`src/hdl/stt_pkg.sv`:
```
// ----------------------------------------------------------------------------
// stt_pkg
// Types, token codes and character helpers for the source text tokenizer.
// ----------------------------------------------------------------------------
`default_nettype none

package stt_pkg;

  typedef struct packed {
    logic [7:0] source_byte;
    logic       end_of_source;
  } src_t;

  typedef struct packed {
    logic [5:0]  token_kind;
    logic [15:0] token_start;
    logic [15:0] token_length;
    logic [15:0] token_line;
    logic        last_of_run;
  } tok_t;

  // up to three tokens leave the scanner per request
  typedef struct packed {
    logic [1:0]       cnt;
    tok_t [2:0]       tok;
  } push_t;

  typedef enum logic [3:0] {
    MODE_IDLE,
    MODE_IDENT,
    MODE_NUMBER,
    MODE_NUMDOT,
    MODE_FRACTION,
    MODE_STRING,
    MODE_OPERATOR,
    MODE_SLASH,
    MODE_COMMENT
  } mode_e;

  localparam int unsigned FIFO_DEPTH = 4;

  localparam logic [5:0] K_LBRACE   = 6'd0;
  localparam logic [5:0] K_RBRACE   = 6'd1;
  localparam logic [5:0] K_LPAREN   = 6'd2;
  localparam logic [5:0] K_RPAREN   = 6'd3;
  localparam logic [5:0] K_LBRACKET = 6'd4;
  localparam logic [5:0] K_RBRACKET = 6'd5;
  localparam logic [5:0] K_COMMA    = 6'd6;
  localparam logic [5:0] K_DOT      = 6'd7;
  localparam logic [5:0] K_MINUS    = 6'd8;
  localparam logic [5:0] K_PLUS     = 6'd9;
  localparam logic [5:0] K_SEMI     = 6'd10;
  localparam logic [5:0] K_STAR     = 6'd11;
  localparam logic [5:0] K_SLASH    = 6'd12;
  localparam logic [5:0] K_BANG     = 6'd13;
  localparam logic [5:0] K_EQUAL    = 6'd15;
  localparam logic [5:0] K_GREATER  = 6'd17;
  localparam logic [5:0] K_LESS     = 6'd19;
  localparam logic [5:0] K_IDENT    = 6'd21;
  localparam logic [5:0] K_STRING   = 6'd22;
  localparam logic [5:0] K_NUMBER   = 6'd23;
  localparam logic [5:0] K_END      = 6'd24;
  localparam logic [5:0] K_KEYWORD0 = 6'd25;
  localparam logic [5:0] K_ERROR    = 6'd41;

  localparam logic [7:0] CH_NUL    = 8'h00;
  localparam logic [7:0] CH_NL     = 8'h0A;
  localparam logic [7:0] CH_QUOTE  = 8'h22;
  localparam logic [7:0] CH_BANG   = 8'h21;
  localparam logic [7:0] CH_EQUAL  = 8'h3D;
  localparam logic [7:0] CH_LESS   = 8'h3C;
  localparam logic [7:0] CH_GREAT  = 8'h3E;
  localparam logic [7:0] CH_SLASH  = 8'h2F;
  localparam logic [7:0] CH_DOT    = 8'h2E;
  localparam logic [7:0] CH_UNDER  = 8'h5F;

  localparam logic [63:0] HASH_MUL = 64'd131;

  // keyword text, right aligned, first character in the highest used byte
  localparam logic [47:0] KW_TEXT [16] = '{
    48'("and"),   48'("class"), 48'("else"),   48'("false"),
    48'("fun"),   48'("for"),   48'("if"),     48'("nil"),
    48'("or"),    48'("print"), 48'("return"), 48'("super"),
    48'("this"),  48'("true"),  48'("var"),    48'("while")
  };

  localparam int KW_LEN [16] = '{3, 5, 4, 5, 3, 3, 2, 3, 2, 5, 6, 5, 4, 4, 3, 5};

  function automatic logic [63:0] kw_hash(input int k);
    logic [63:0] h;
    h = '0;
    for (int i = 5; i >= 0; i--) begin
      if (i < KW_LEN[k]) begin
        h = h * HASH_MUL + 64'(KW_TEXT[k][8*i +: 8]);
      end
    end
    return h;
  endfunction

  localparam logic [63:0] KW_HASH [16] = '{
    kw_hash(0),  kw_hash(1),  kw_hash(2),  kw_hash(3),
    kw_hash(4),  kw_hash(5),  kw_hash(6),  kw_hash(7),
    kw_hash(8),  kw_hash(9),  kw_hash(10), kw_hash(11),
    kw_hash(12), kw_hash(13), kw_hash(14), kw_hash(15)
  };

  // lowest matching keyword wins
  function automatic logic [5:0] kw_kind(input logic [63:0] h);
    logic [5:0] kind;
    kind = K_IDENT;
    for (int k = 15; k >= 0; k--) begin
      if (h == KW_HASH[k]) begin
        kind = K_KEYWORD0 + 6'(k);
      end
    end
    return kind;
  endfunction

  function automatic logic is_letter(input logic [7:0] c);
    return ((c >= 8'h61) && (c <= 8'h7A)) || ((c >= 8'h41) && (c <= 8'h5A));
  endfunction

  function automatic logic is_digit(input logic [7:0] c);
    return (c >= 8'h30) && (c <= 8'h39);
  endfunction

  function automatic logic is_op(input logic [7:0] c);
    return (c == CH_BANG) || (c == CH_EQUAL) || (c == CH_LESS) || (c == CH_GREAT);
  endfunction

  function automatic logic single_hit(input logic [7:0] c);
    logic hit;
    case (c)
      8'h7B, 8'h7D, 8'h28, 8'h29, 8'h5B, 8'h5D, 8'h2C, 8'h2E,
      8'h2D, 8'h2B, 8'h3B, 8'h2A, CH_NUL: hit = 1'b1;
      default: hit = 1'b0;
    endcase
    return hit;
  endfunction

  function automatic logic [5:0] single_kind(input logic [7:0] c);
    logic [5:0] kind;
    case (c)
      8'h7B:   kind = K_LBRACE;
      8'h7D:   kind = K_RBRACE;
      8'h28:   kind = K_LPAREN;
      8'h29:   kind = K_RPAREN;
      8'h5B:   kind = K_LBRACKET;
      8'h5D:   kind = K_RBRACKET;
      8'h2C:   kind = K_COMMA;
      8'h2E:   kind = K_DOT;
      8'h2D:   kind = K_MINUS;
      8'h2B:   kind = K_PLUS;
      8'h3B:   kind = K_SEMI;
      8'h2A:   kind = K_STAR;
      default: kind = K_END;
    endcase
    return kind;
  endfunction

  function automatic logic [5:0] op_single(input logic [7:0] op);
    logic [5:0] kind;
    case (op)
      CH_BANG:  kind = K_BANG;
      CH_EQUAL: kind = K_EQUAL;
      CH_GREAT: kind = K_GREATER;
      default:  kind = K_LESS;
    endcase
    return kind;
  endfunction

  function automatic logic [15:0] sat_add(input logic [15:0] s, input logic [1:0] n);
    logic [16:0] t;
    t = {1'b0, s} + 17'(n);
    return t[16] ? 16'hFFFF : t[15:0];
  endfunction

  function automatic tok_t mk_tok(input logic [5:0] kind, input logic [15:0] start,
                                  input logic [15:0] len, input logic [15:0] line);
    tok_t t;
    t.token_kind   = kind;
    t.token_start  = start;
    t.token_length = len;
    t.token_line   = line;
    t.last_of_run  = 1'b0;
    return t;
  endfunction

endpackage

`default_nettype wire

```
`src/hdl/stt_scan.sv`:
```
// ----------------------------------------------------------------------------
// stt_scan
// Scanner state and the per-byte step; produces up to three tokens per request.
// ----------------------------------------------------------------------------
`default_nettype none

module stt_scan import stt_pkg::*; #(
  parameter int POSITION_BITS = 16
) (
  input  wire logic  clk_i,
  input  wire logic  rst_ni,
  input  wire logic  fire_i,
  input  wire src_t  src_i,
  output push_t      push_o
);

  localparam logic [POSITION_BITS-1:0] POS_ONE = POSITION_BITS'(1);

  mode_e                    mode_q, mode_d;
  logic [POSITION_BITS-1:0] begin_q, begin_d;
  logic [POSITION_BITS-1:0] pos_q, pos_d;
  logic [15:0]              line_q, line_d;
  logic [63:0]              hash_q, hash_d;
  logic [7:0]               op_q, op_d;
  logic [15:0]              span_q, span_d;

  always_ff @(posedge clk_i or negedge rst_ni) begin
    if (!rst_ni) begin
      mode_q  <= MODE_IDLE;
      begin_q <= '0;
      pos_q   <= '0;
      line_q  <= 16'd1;
      hash_q  <= '0;
      op_q    <= '0;
      span_q  <= '0;
    end else if (fire_i) begin
      mode_q  <= mode_d;
      begin_q <= begin_d;
      pos_q   <= pos_d;
      line_q  <= line_d;
      hash_q  <= hash_d;
      op_q    <= op_d;
      span_q  <= span_d;
    end
  end

  always_comb begin
    logic [7:0]               c;
    logic                     last;
    logic                     fresh;
    mode_e                    mode_s;
    logic [15:0]              line_a;
    logic [15:0]              line_b;
    logic [15:0]              begin16;
    logic [15:0]              pos16;
    logic [POSITION_BITS-1:0] pos_prev;
    tok_t                     cand [5];
    logic [4:0]               cand_v;
    logic [2:0]               last_idx;
    logic [2:0]               n;

    c        = src_i.source_byte;
    last     = src_i.end_of_source;
    fresh    = 1'b0;
    mode_s   = mode_q;
    begin_d  = begin_q;
    hash_d   = hash_q;
    op_d     = op_q;
    span_d   = span_q;
    line_a   = line_q;
    begin16  = 16'(begin_q);
    pos16    = 16'(pos_q);
    pos_prev = pos_q - POS_ONE;
    cand_v   = '0;
    for (int i = 0; i < 5; i++) begin
      cand[i] = '0;
    end

    case (mode_q)
      MODE_IDENT: begin
        if (is_letter(c) || is_digit(c) || (c == CH_UNDER)) begin
          hash_d = (hash_q << 7) + (hash_q << 1) + hash_q + 64'(c);
          span_d = sat_add(span_q, 2'd1);
        end else begin
          cand[0]   = mk_tok(kw_kind(hash_q), begin16, span_q, line_q);
          cand_v[0] = 1'b1;
          fresh     = 1'b1;
        end
      end
      MODE_NUMBER: begin
        if (is_digit(c)) begin
          span_d = sat_add(span_q, 2'd1);
        end else if (c == CH_DOT) begin
          mode_s = MODE_NUMDOT;
        end else begin
          cand[0]   = mk_tok(K_NUMBER, begin16, span_q, line_q);
          cand_v[0] = 1'b1;
          fresh     = 1'b1;
        end
      end
      MODE_NUMDOT: begin
        if (is_digit(c)) begin
          span_d = sat_add(span_q, 2'd2);
          mode_s = MODE_FRACTION;
        end else begin
          cand[0]   = mk_tok(K_NUMBER, begin16, span_q, line_q);
          cand[1]   = mk_tok(K_DOT, 16'(pos_prev), 16'd1, line_q);
          cand_v[1:0] = 2'b11;
          fresh     = 1'b1;
        end
      end
      MODE_FRACTION: begin
        if (is_digit(c)) begin
          span_d = sat_add(span_q, 2'd1);
        end else begin
          cand[0]   = mk_tok(K_NUMBER, begin16, span_q, line_q);
          cand_v[0] = 1'b1;
          fresh     = 1'b1;
        end
      end
      MODE_STRING: begin
        span_d = sat_add(span_q, 2'd1);
        if ((c == CH_NL) && (line_q != 16'hFFFF)) begin
          line_a = line_q + 16'd1;
        end
        if (c == CH_QUOTE) begin
          cand[0]   = mk_tok(K_STRING, begin16, span_d, line_a);
          cand_v[0] = 1'b1;
          mode_s    = MODE_IDLE;
        end
      end
      MODE_OPERATOR: begin
        if (c == CH_EQUAL) begin
          cand[0] = mk_tok(op_single(op_q) + 6'd1, begin16, 16'd2, line_q);
          mode_s  = MODE_IDLE;
        end else begin
          cand[0] = mk_tok(op_single(op_q), begin16, 16'd1, line_q);
          fresh   = 1'b1;
        end
        cand_v[0] = 1'b1;
      end
      MODE_SLASH: begin
        if (c == CH_SLASH) begin
          mode_s = MODE_COMMENT;
        end else begin
          cand[0]   = mk_tok(K_SLASH, begin16, 16'd1, line_q);
          cand_v[0] = 1'b1;
          fresh     = 1'b1;
        end
      end
      MODE_COMMENT: begin
        if (c == CH_NL) begin
          if (line_q != 16'hFFFF) begin
            line_a = line_q + 16'd1;
          end
          mode_s = MODE_IDLE;
        end
      end
      default: begin
        fresh = 1'b1;
      end
    endcase

    line_b = line_a;
    if (fresh) begin
      mode_s  = MODE_IDLE;
      begin_d = pos_q;
      span_d  = 16'd1;
      if (is_letter(c)) begin
        hash_d = 64'(c);
        mode_s = MODE_IDENT;
      end else if (is_digit(c)) begin
        mode_s = MODE_NUMBER;
      end else if (c == CH_QUOTE) begin
        mode_s = MODE_STRING;
      end else if (is_op(c)) begin
        op_d   = c;
        mode_s = MODE_OPERATOR;
      end else if (c == CH_SLASH) begin
        mode_s = MODE_SLASH;
      end else if (c == CH_NL) begin
        if (line_a != 16'hFFFF) begin
          line_b = line_a + 16'd1;
        end
      end else if (single_hit(c)) begin
        cand[2]   = mk_tok(single_kind(c), pos16, 16'd1, line_a);
        cand_v[2] = 1'b1;
      end
    end

    // flush at end of source
    if (last) begin
      case (mode_s)
        MODE_IDENT: begin
          cand[3]   = mk_tok(kw_kind(hash_d), 16'(begin_d), span_d, line_b);
          cand_v[3] = 1'b1;
        end
        MODE_NUMBER, MODE_FRACTION: begin
          cand[3]   = mk_tok(K_NUMBER, 16'(begin_d), span_d, line_b);
          cand_v[3] = 1'b1;
        end
        MODE_NUMDOT: begin
          cand[3]     = mk_tok(K_NUMBER, 16'(begin_d), span_d, line_b);
          cand[4]     = mk_tok(K_DOT, pos16, 16'd1, line_b);
          cand_v[4:3] = 2'b11;
        end
        MODE_STRING: begin
          cand[3]   = mk_tok(K_ERROR, 16'(begin_d), span_d, line_b);
          cand_v[3] = 1'b1;
        end
        MODE_OPERATOR: begin
          cand[3]   = mk_tok(op_single(op_d), 16'(begin_d), 16'd1, line_b);
          cand_v[3] = 1'b1;
        end
        MODE_SLASH: begin
          cand[3]   = mk_tok(K_SLASH, 16'(begin_d), 16'd1, line_b);
          cand_v[3] = 1'b1;
        end
        default: begin
        end
      endcase
      mode_d = MODE_IDLE;
      pos_d  = '0;
      line_d = 16'd1;
    end else begin
      mode_d = mode_s;
      pos_d  = pos_q + POS_ONE;
      line_d = line_b;
    end

    // mark the final token of this request
    last_idx = '0;
    for (int i = 0; i < 5; i++) begin
      if (cand_v[i]) begin
        last_idx = 3'(i);
      end
    end
    if (cand_v != '0) begin
      cand[last_idx].last_of_run = 1'b1;
    end

    // pack valid tokens into the push slots
    n           = '0;
    push_o.tok  = '0;
    for (int i = 0; i < 5; i++) begin
      if (cand_v[i]) begin
        if (n < 3'd3) begin
          push_o.tok[n[1:0]] = cand[i];
        end
        n = n + 3'd1;
      end
    end
    push_o.cnt = fire_i ? n[1:0] : 2'd0;
  end

endmodule

`default_nettype wire

```
`src/hdl/source_text_tokenizer.sv`:
```
// ----------------------------------------------------------------------------
// source_text_tokenizer
// Streaming lexer: one source byte per request in, tokens out through a queue.
// ----------------------------------------------------------------------------
// queueing: tokens of a byte are written into the queue registers at the edge
//   that takes the byte, and the output reads the queue head combinationally
// throughput: one byte per cycle while each byte yields at most one token and
//   out_stall_i is low; the four-entry token queue drains one token per
//   unstalled cycle and stalls input while fewer than three entries are free
// reset: asynchronous, scanner idle at offset 0 and line 1, token queue empty
`default_nettype none

module source_text_tokenizer import stt_pkg::*; #(
  parameter int POSITION_BITS = 16
) (
  input  wire logic clk_i,
  input  wire logic rst_ni,
  input  wire logic in_valid_i,
  output logic      in_stall_o,
  input  wire src_t in_data_i,
  output logic      out_valid_o,
  input  wire logic out_stall_i,
  output tok_t      out_data_o
);

  localparam int PtrW = $clog2(FIFO_DEPTH);
  localparam int CntW = PtrW + 1;

  logic            in_fire;
  logic            pop;
  push_t           push;
  tok_t            fifo_q [FIFO_DEPTH];
  logic [PtrW-1:0] wr_q, wr_d;
  logic [PtrW-1:0] rd_q, rd_d;
  logic [CntW-1:0] cnt_q, cnt_d;

  assign in_stall_o  = cnt_q > CntW'(FIFO_DEPTH - 3);
  assign in_fire     = in_valid_i && !in_stall_o;
  assign out_valid_o = cnt_q != '0;
  assign out_data_o  = fifo_q[rd_q];
  assign pop         = out_valid_o && !out_stall_i;

  stt_scan #(
    .POSITION_BITS(POSITION_BITS)
  ) u_scan (
    .clk_i (clk_i),
    .rst_ni(rst_ni),
    .fire_i(in_fire),
    .src_i (in_data_i),
    .push_o(push)
  );

  assign wr_d  = wr_q + PtrW'(push.cnt);
  assign rd_d  = rd_q + PtrW'(pop);
  assign cnt_d = cnt_q + CntW'(push.cnt) - CntW'(pop);

  always_ff @(posedge clk_i or negedge rst_ni) begin
    if (!rst_ni) begin
      wr_q  <= '0;
      rd_q  <= '0;
      cnt_q <= '0;
    end else begin
      wr_q  <= wr_d;
      rd_q  <= rd_d;
      cnt_q <= cnt_d;
    end
  end

  always_ff @(posedge clk_i) begin
    for (int k = 0; k < 3; k++) begin
      if (2'(k) < push.cnt) begin
        fifo_q[wr_q + PtrW'(k)] <= push.tok[k];
      end
    end
  end

`ifndef SYNTHESIS
  a_cnt_max: assert property (@(posedge clk_i) disable iff (!rst_ni)
    cnt_q <= CntW'(FIFO_DEPTH))
    else $error("token queue overflow");

  a_push_fire: assert property (@(posedge clk_i) disable iff (!rst_ni)
    (push.cnt != 2'd0) |-> in_fire)
    else $error("tokens pushed without an accepted byte");

  a_pop_dec: assert property (@(posedge clk_i) disable iff (!rst_ni)
    (pop && (push.cnt == 2'd0)) |=> (cnt_q == $past(cnt_q) - CntW'(1)))
    else $error("token queue count did not drop on pop");
`endif

endmodule

`default_nettype wire

```
`config.mk`:
```
export PLATFORM = sky130hd
export DESIGN_NAME = source_text_tokenizer
export DESIGN_NICKNAME = d
export VERILOG_FILES = /design/src/hdl/stt_pkg.sv /design/src/hdl/stt_scan.sv /design/src/hdl/source_text_tokenizer.sv
export SDC_FILE = /design/constraint.sdc
export NUM_CORES = 1
export LEC_CHECK = 0
export BUFFER_PORTS_ARGS = -buffer_cell sky130_fd_sc_hd__buf_4
export CORE_UTILIZATION = 30
export DETAILED_ROUTE_END_ITERATION = 6
export HOLD_SLACK_MARGIN = 0.03
export PLACE_DENSITY = 0.49
export SYNTH_ARGS = -nofsm -noshare
export SYNTH_HDL_FRONTEND = slang
export SYNTH_SLANG_ARGS = --single-unit
```
`constraint.sdc`:
```
create_clock -name clk_i -period 10.55 [get_ports clk_i]
set_clock_uncertainty 0.1 [all_clocks]
set_input_delay 0.5275 -clock clk_i [delete_from_list [all_inputs] [get_ports clk_i]]
set_output_delay 0.5275 -clock clk_i [all_outputs]
set_load 0.05 [all_outputs]
```
==> flow_metrics.py <==
metrics = {
    "critical_path": {
        "cp-endpoint": "fifo_q[3][50]",
        "critical-path-top-delay-family": "simple AND/OR/NAND/NOR gates",
        "worst_path_largest_cell_delay_ns": 0.78,
        "worst-path-buf-inv": 3,
        "cp_max_stage_cell": "sky130_fd_sc_hd__fa_1",
        "worstSetupPathDepth": 19,
        "cp_max_fo": 33,
        "worst_setup_path_end_kind": "flip-flop",
        "regToRegEndpoint": "fifo_q[3][50]",
        "cp_cell_sequence": "or4b_4 -> a21oi_1 -> o21a_1 -> nor2_2 -> a31oi_1 -> inv_1 -> fa_1 -> ha_1 -> o211ai_1 -> o21ai_0 -> inv_1 -> ha_1 -> or4_4 -> a21oi_4 -> and3b_1 -> buf_4 -> nand2_2 -> nand2_2 -> o221ai_1",
        "ff2ff_path_depth": 19,
        "critPathRequiredTime_ns": 10.77,
        "crit_path_start": "u_scan.mode_q[1]",
        "worst_setup_path_start_kind": "flip-flop",
        "worst_ep_arrival_time_ns": 8.49,
        "r2r_start": "u_scan.mode_q[1]",
        "setup.reg_to_reg.worst_slack_ns": 2.28,
        "setup.worst_path.class": "flip-flop to flip-flop",
    },
    "clock_network": {
        "cts_resized": 0,
        "clockBufferDepth": 3,
        "post-cts-setup-buffer-count": 0,
        "clkSlewWorstSetupHoldPaths_ns": 0.07,
        "tritoncts.num_buffers": 48,
        "clk_latency_ns": 0.61,
        "cts_root_buf": "sky130_fd_sc_hd__clkbuf_16",
        "clock-sinks": 367,
        "clock_tree.htree_level_count": 2,
        "tritoncts": "built",
    },
    "global_route": {
        "gr-total-overflow": 0,
        "grt_pass1_wl_um": 214000,
        "grt.total_usage": 0.241,
        "first_global_vias": 31600,
        "grt_max_degree": 61,
        "number_of_antenna_violations_at_the_first_check_in_global_routing": 3,
    },
    "routing": {
        "postRouteWirelength_um": 143000,
        "drc_marker_count_from_the_first_detailed_route_iteration": 3965,
        "routed-via-count": 33600,
        "drc_errors_left": 0,
        "firstDrtPassIters": 7,
        "ant_nets": 0,
        "detail_route.vias_per_cell": 6.08,
        "post_drt_wl_per_cell_um": 25.9,
    },
    "timing": {
        "rsz_0062_raised_after_global_routing": "false",
        "final-hold-violation-count": 0,
        "report.final.slew_viol_count": 0,
        "finalSetupViolations": 0,
        "setup_tns_ns": 0,
        "worstMarginPinSlew_ns": 1.23,
        "timing.final.crit_period_ns": 8.27,
        "fin_worst_hold_slack_ns": 0.151,
        "max_slew_margin": 0.180,
        "fin_crit_sh": 0.784,
        "max_clock_freq_mhz": 121,
    },
    "power_and_ir_drop": {
        "seq_power_share": 0.171,
        "total_switching_power_w": 0.00808,
        "switching_share": 0.568,
        "clock_power_share": 0.118,
        "cell_internal_pwr_w": 0.00615,
        "power_density_nw_per_um2": 377,
        "p_leak_nw": 13.9,
        "combPwrFrac": 0.711,
        "worst_ir_drop_vdd_mv": 0.331,
    },
    "run_status": {
        "run_status": "finished clean",
    },
    "die": {
        "initial_core_util": 0.305,
        "floorplan.die_area_sq_um": 116000,
        "chipHeight_um": 341,
        "die_width_um": 341,
        "pin_count": 70,
        "number_of_rows_in_the_core_area": 123,
        "design.core.area_sq_um": 113000,
    },
    "synth": {
        "synthCells": 4105,
        "mappedNetlistArea_sq_um": 34500,
        "postSynthAreaPerCell_sq_um": 8.39,
        "yosys.cell_types.count": 122,
        "asr_flop_ratio_synth": 0.401,
        "synthFlopType": "sky130_fd_sc_hd__edfxtp_1",
        "synth-seq-area-share": 0.299,
        "syn_nets": 4329,
        "ys_ff_latch": 367,
        "edff_count_synth": 220,
        "number_of_warnings_issued_by_yosys": 0,
    },
    "layout": {
        "nNetsFinal": 4217,
        "drive_gt1_frac": 0.101,
        "layout-area-overhead-vs-synth_pct": 9.42,
    },
    "min_path": {
        "worst_hold_path_type": "input pin to flip-flop",
        "worstHoldStart": "in_data_i[0]",
        "min_path_cells": 2,
    },
    "flow_run": {
        "number_of_maximum_capacitance_violations": 0,
    },
    "placed_design": {
        "dp.final_hpwl_um": 107000,
        "gp_routability_congestion": 0.946,
        "port_buffer_count": 69,
    },
}
## flip-flops by register name, indices dropped and copies added, names as in the netlist
register / count
fifo_q: 220
u_scan.hash_q: 64
u_scan.begin_q: 16
u_scan.line_q: 16
u_scan.pos_q: 16
u_scan.span_q: 16
u_scan.op_q: 8
u_scan.mode_q: 4
cnt_q: 3
rd_q: 2
wr_q: 2
## layout make-up
type | count | area [sq um]
antenna | 2 | 5.00
clock buffer | 58 | 1280
clock inverter | 30 | 292
fill | 11900 | 75400
inverter | 201 | 754
multi-input combinational | 3244 | 22200
sequential | 367 | 10300
tap | 1500 | 1880
timing repair buffer | 131 | 1000
## worst register-to-register path: stages, from the launching register on
cell and delay [ns]:
sky130_fd_sc_hd__dfrtp_1 0.63, sky130_fd_sc_hd__or4b_4 0.68, sky130_fd_sc_hd__a21oi_1 0.20, sky130_fd_sc_hd__o21a_1 0.54
sky130_fd_sc_hd__nor2_2 0.11, sky130_fd_sc_hd__a31oi_1 0.59, sky130_fd_sc_hd__inv_1 0.29, sky130_fd_sc_hd__fa_1 0.79
sky130_fd_sc_hd__ha_1 0.31, sky130_fd_sc_hd__o211ai_1 0.13, sky130_fd_sc_hd__o21ai_0 0.23, sky130_fd_sc_hd__inv_1 0.11
sky130_fd_sc_hd__ha_1 0.24, sky130_fd_sc_hd__or4_4 0.59, sky130_fd_sc_hd__a21oi_4 0.39, sky130_fd_sc_hd__and3b_1 0.22
sky130_fd_sc_hd__buf_4 0.35, sky130_fd_sc_hd__nand2_2 0.47, sky130_fd_sc_hd__nand2_2 0.77, sky130_fd_sc_hd__o221ai_1 0.27
## layout by cell type, fill, tap and decap left out, types with 22 or more instances in the layout
cell type and count:
sky130_fd_sc_hd__buf_4 128, sky130_fd_sc_hd__and2_1 24, sky130_fd_sc_hd__a22o_1 28, sky130_fd_sc_hd__a22oi_1 33, sky130_fd_sc_hd__nand2_1 515, sky130_fd_sc_hd__nand3_1 116, sky130_fd_sc_hd__inv_1 199, sky130_fd_sc_hd__clkbuf_16 48
sky130_fd_sc_hd__a31oi_1 48, sky130_fd_sc_hd__nor2_1 372, sky130_fd_sc_hd__dfrtp_1 144, sky130_fd_sc_hd__o21a_1 29, sky130_fd_sc_hd__xnor2_1 48, sky130_fd_sc_hd__a211oi_1 31, sky130_fd_sc_hd__o211ai_1 35, sky130_fd_sc_hd__o22ai_1 108
sky130_fd_sc_hd__and3_1 49, sky130_fd_sc_hd__edfxtp_1 220, sky130_fd_sc_hd__nor4_1 62, sky130_fd_sc_hd__or3_1 40, sky130_fd_sc_hd__nor3_1 98, sky130_fd_sc_hd__a21oi_1 270, sky130_fd_sc_hd__o31ai_1 23, sky130_fd_sc_hd__mux2_2 33
sky130_fd_sc_hd__mux2i_1 29, sky130_fd_sc_hd__xor2_1 29, sky130_fd_sc_hd__o21ai_0 258, sky130_fd_sc_hd__mux4_2 55, sky130_fd_sc_hd__a221o_1 63, sky130_fd_sc_hd__nand4_1 99, sky130_fd_sc_hd__ha_1 145, sky130_fd_sc_hd__a21o_1 32
sky130_fd_sc_hd__o221ai_1 89, sky130_fd_sc_hd__fa_1 66, sky130_fd_sc_hd__or2_2 22
## timing repair
action,in CTS,in global routing
hold endpoints to repair,35,0
hold buffers,1,0
setup endpoints to repair,0,0
## synth_stat cells (99+ instances only)
library cell | instances | share of area
sky130_fd_sc_hd__o22ai_1 | 108 | 0.020
sky130_fd_sc_hd__inv_1 | 200 | 0.022
sky130_fd_sc_hd__nand3_1 | 117 | 0.017
sky130_fd_sc_hd__clkbuf_1 | 182 | 0.020
sky130_fd_sc_hd__edfxtp_1 | 220 | 0.19
sky130_fd_sc_hd__nor3_1 | 100 | 0.015
sky130_fd_sc_hd__nand2_1 | 516 | 0.056
sky130_fd_sc_hd__nor2_1 | 374 | 0.041
sky130_fd_sc_hd__o21ai_0 | 259 | 0.038
sky130_fd_sc_hd__a21oi_1 | 273 | 0.040
sky130_fd_sc_hd__ha_1 | 145 | 0.053
sky130_fd_sc_hd__nand4_1 | 99 | 0.018
sky130_fd_sc_hd__dfrtp_1 | 146 | 0.11
## power by group through the flow
stage	combinational, W	clock [W]	sequential [W]
floorplan	0.00695	0	0.00224
global placement	0.00989	0	0.00245
detailed placement	0.00989	0	0.00246
CTS	0.00993	0.00171	0.00243
global route	0.0109	0.00176	0.00248
finish	0.0101	0.00168	0.00243
## per-layer routing
metal,vias to the layer above,wire length [um],part of all wire,global-route usage
met2,1431,63700,0.44,0.377
li1,15400,-,-,-
met5,-,26,0.00018,0
met1,16600,65600,0.46,0.347
met4,4,3710,0.026,0.0613
met3,229,10300,0.072,0.0323
## worst min path at each step
stage,endpoint,slack [ns]
floorplan,cnt_q[0],0.13
global placement,u_scan.op_q[5],0.35
detailed placement,u_scan.op_q[5],0.35
CTS,u_scan.pos_q[6],0.11
global route,u_scan.pos_q[6],0.11
finish,u_scan.pos_q[6],0.15
## logic make-up (layout without fill, tap and decap cells)
family / after synthesis / after routing / share of synthesized area
muxes: 118 / 118 / 0.0555
AOI/OAI and AO/OA: 1270 / 1270 / 0.252
adders and majority gates: 212 / 212 / 0.0913
DFF: 367 / 367 / 0.299
other: 0 / 2 / 0
xor gates and xnor gates: 79 / 79 / 0.0205
and+or+nand+nor: 1565 / 1565 / 0.222
buffers and inverters: 494 / 420 / 0.0599
## stage by stage
stage               utilization  area, sq um  total power, W  setup WS, ns  instances
floorplan                     -        34500         0.00919         0.603       4105
global placement          0.319        36100          0.0123          2.02       5442
global route              0.333        37700          0.0152          1.86       5531
detailed placement        0.319        36100          0.0123          1.89       5442
finish                    0.333        37700          0.0142          2.28       5533
CTS                       0.333        37700          0.0141          2.42       5531
Power figures use the tool's default switching activity.
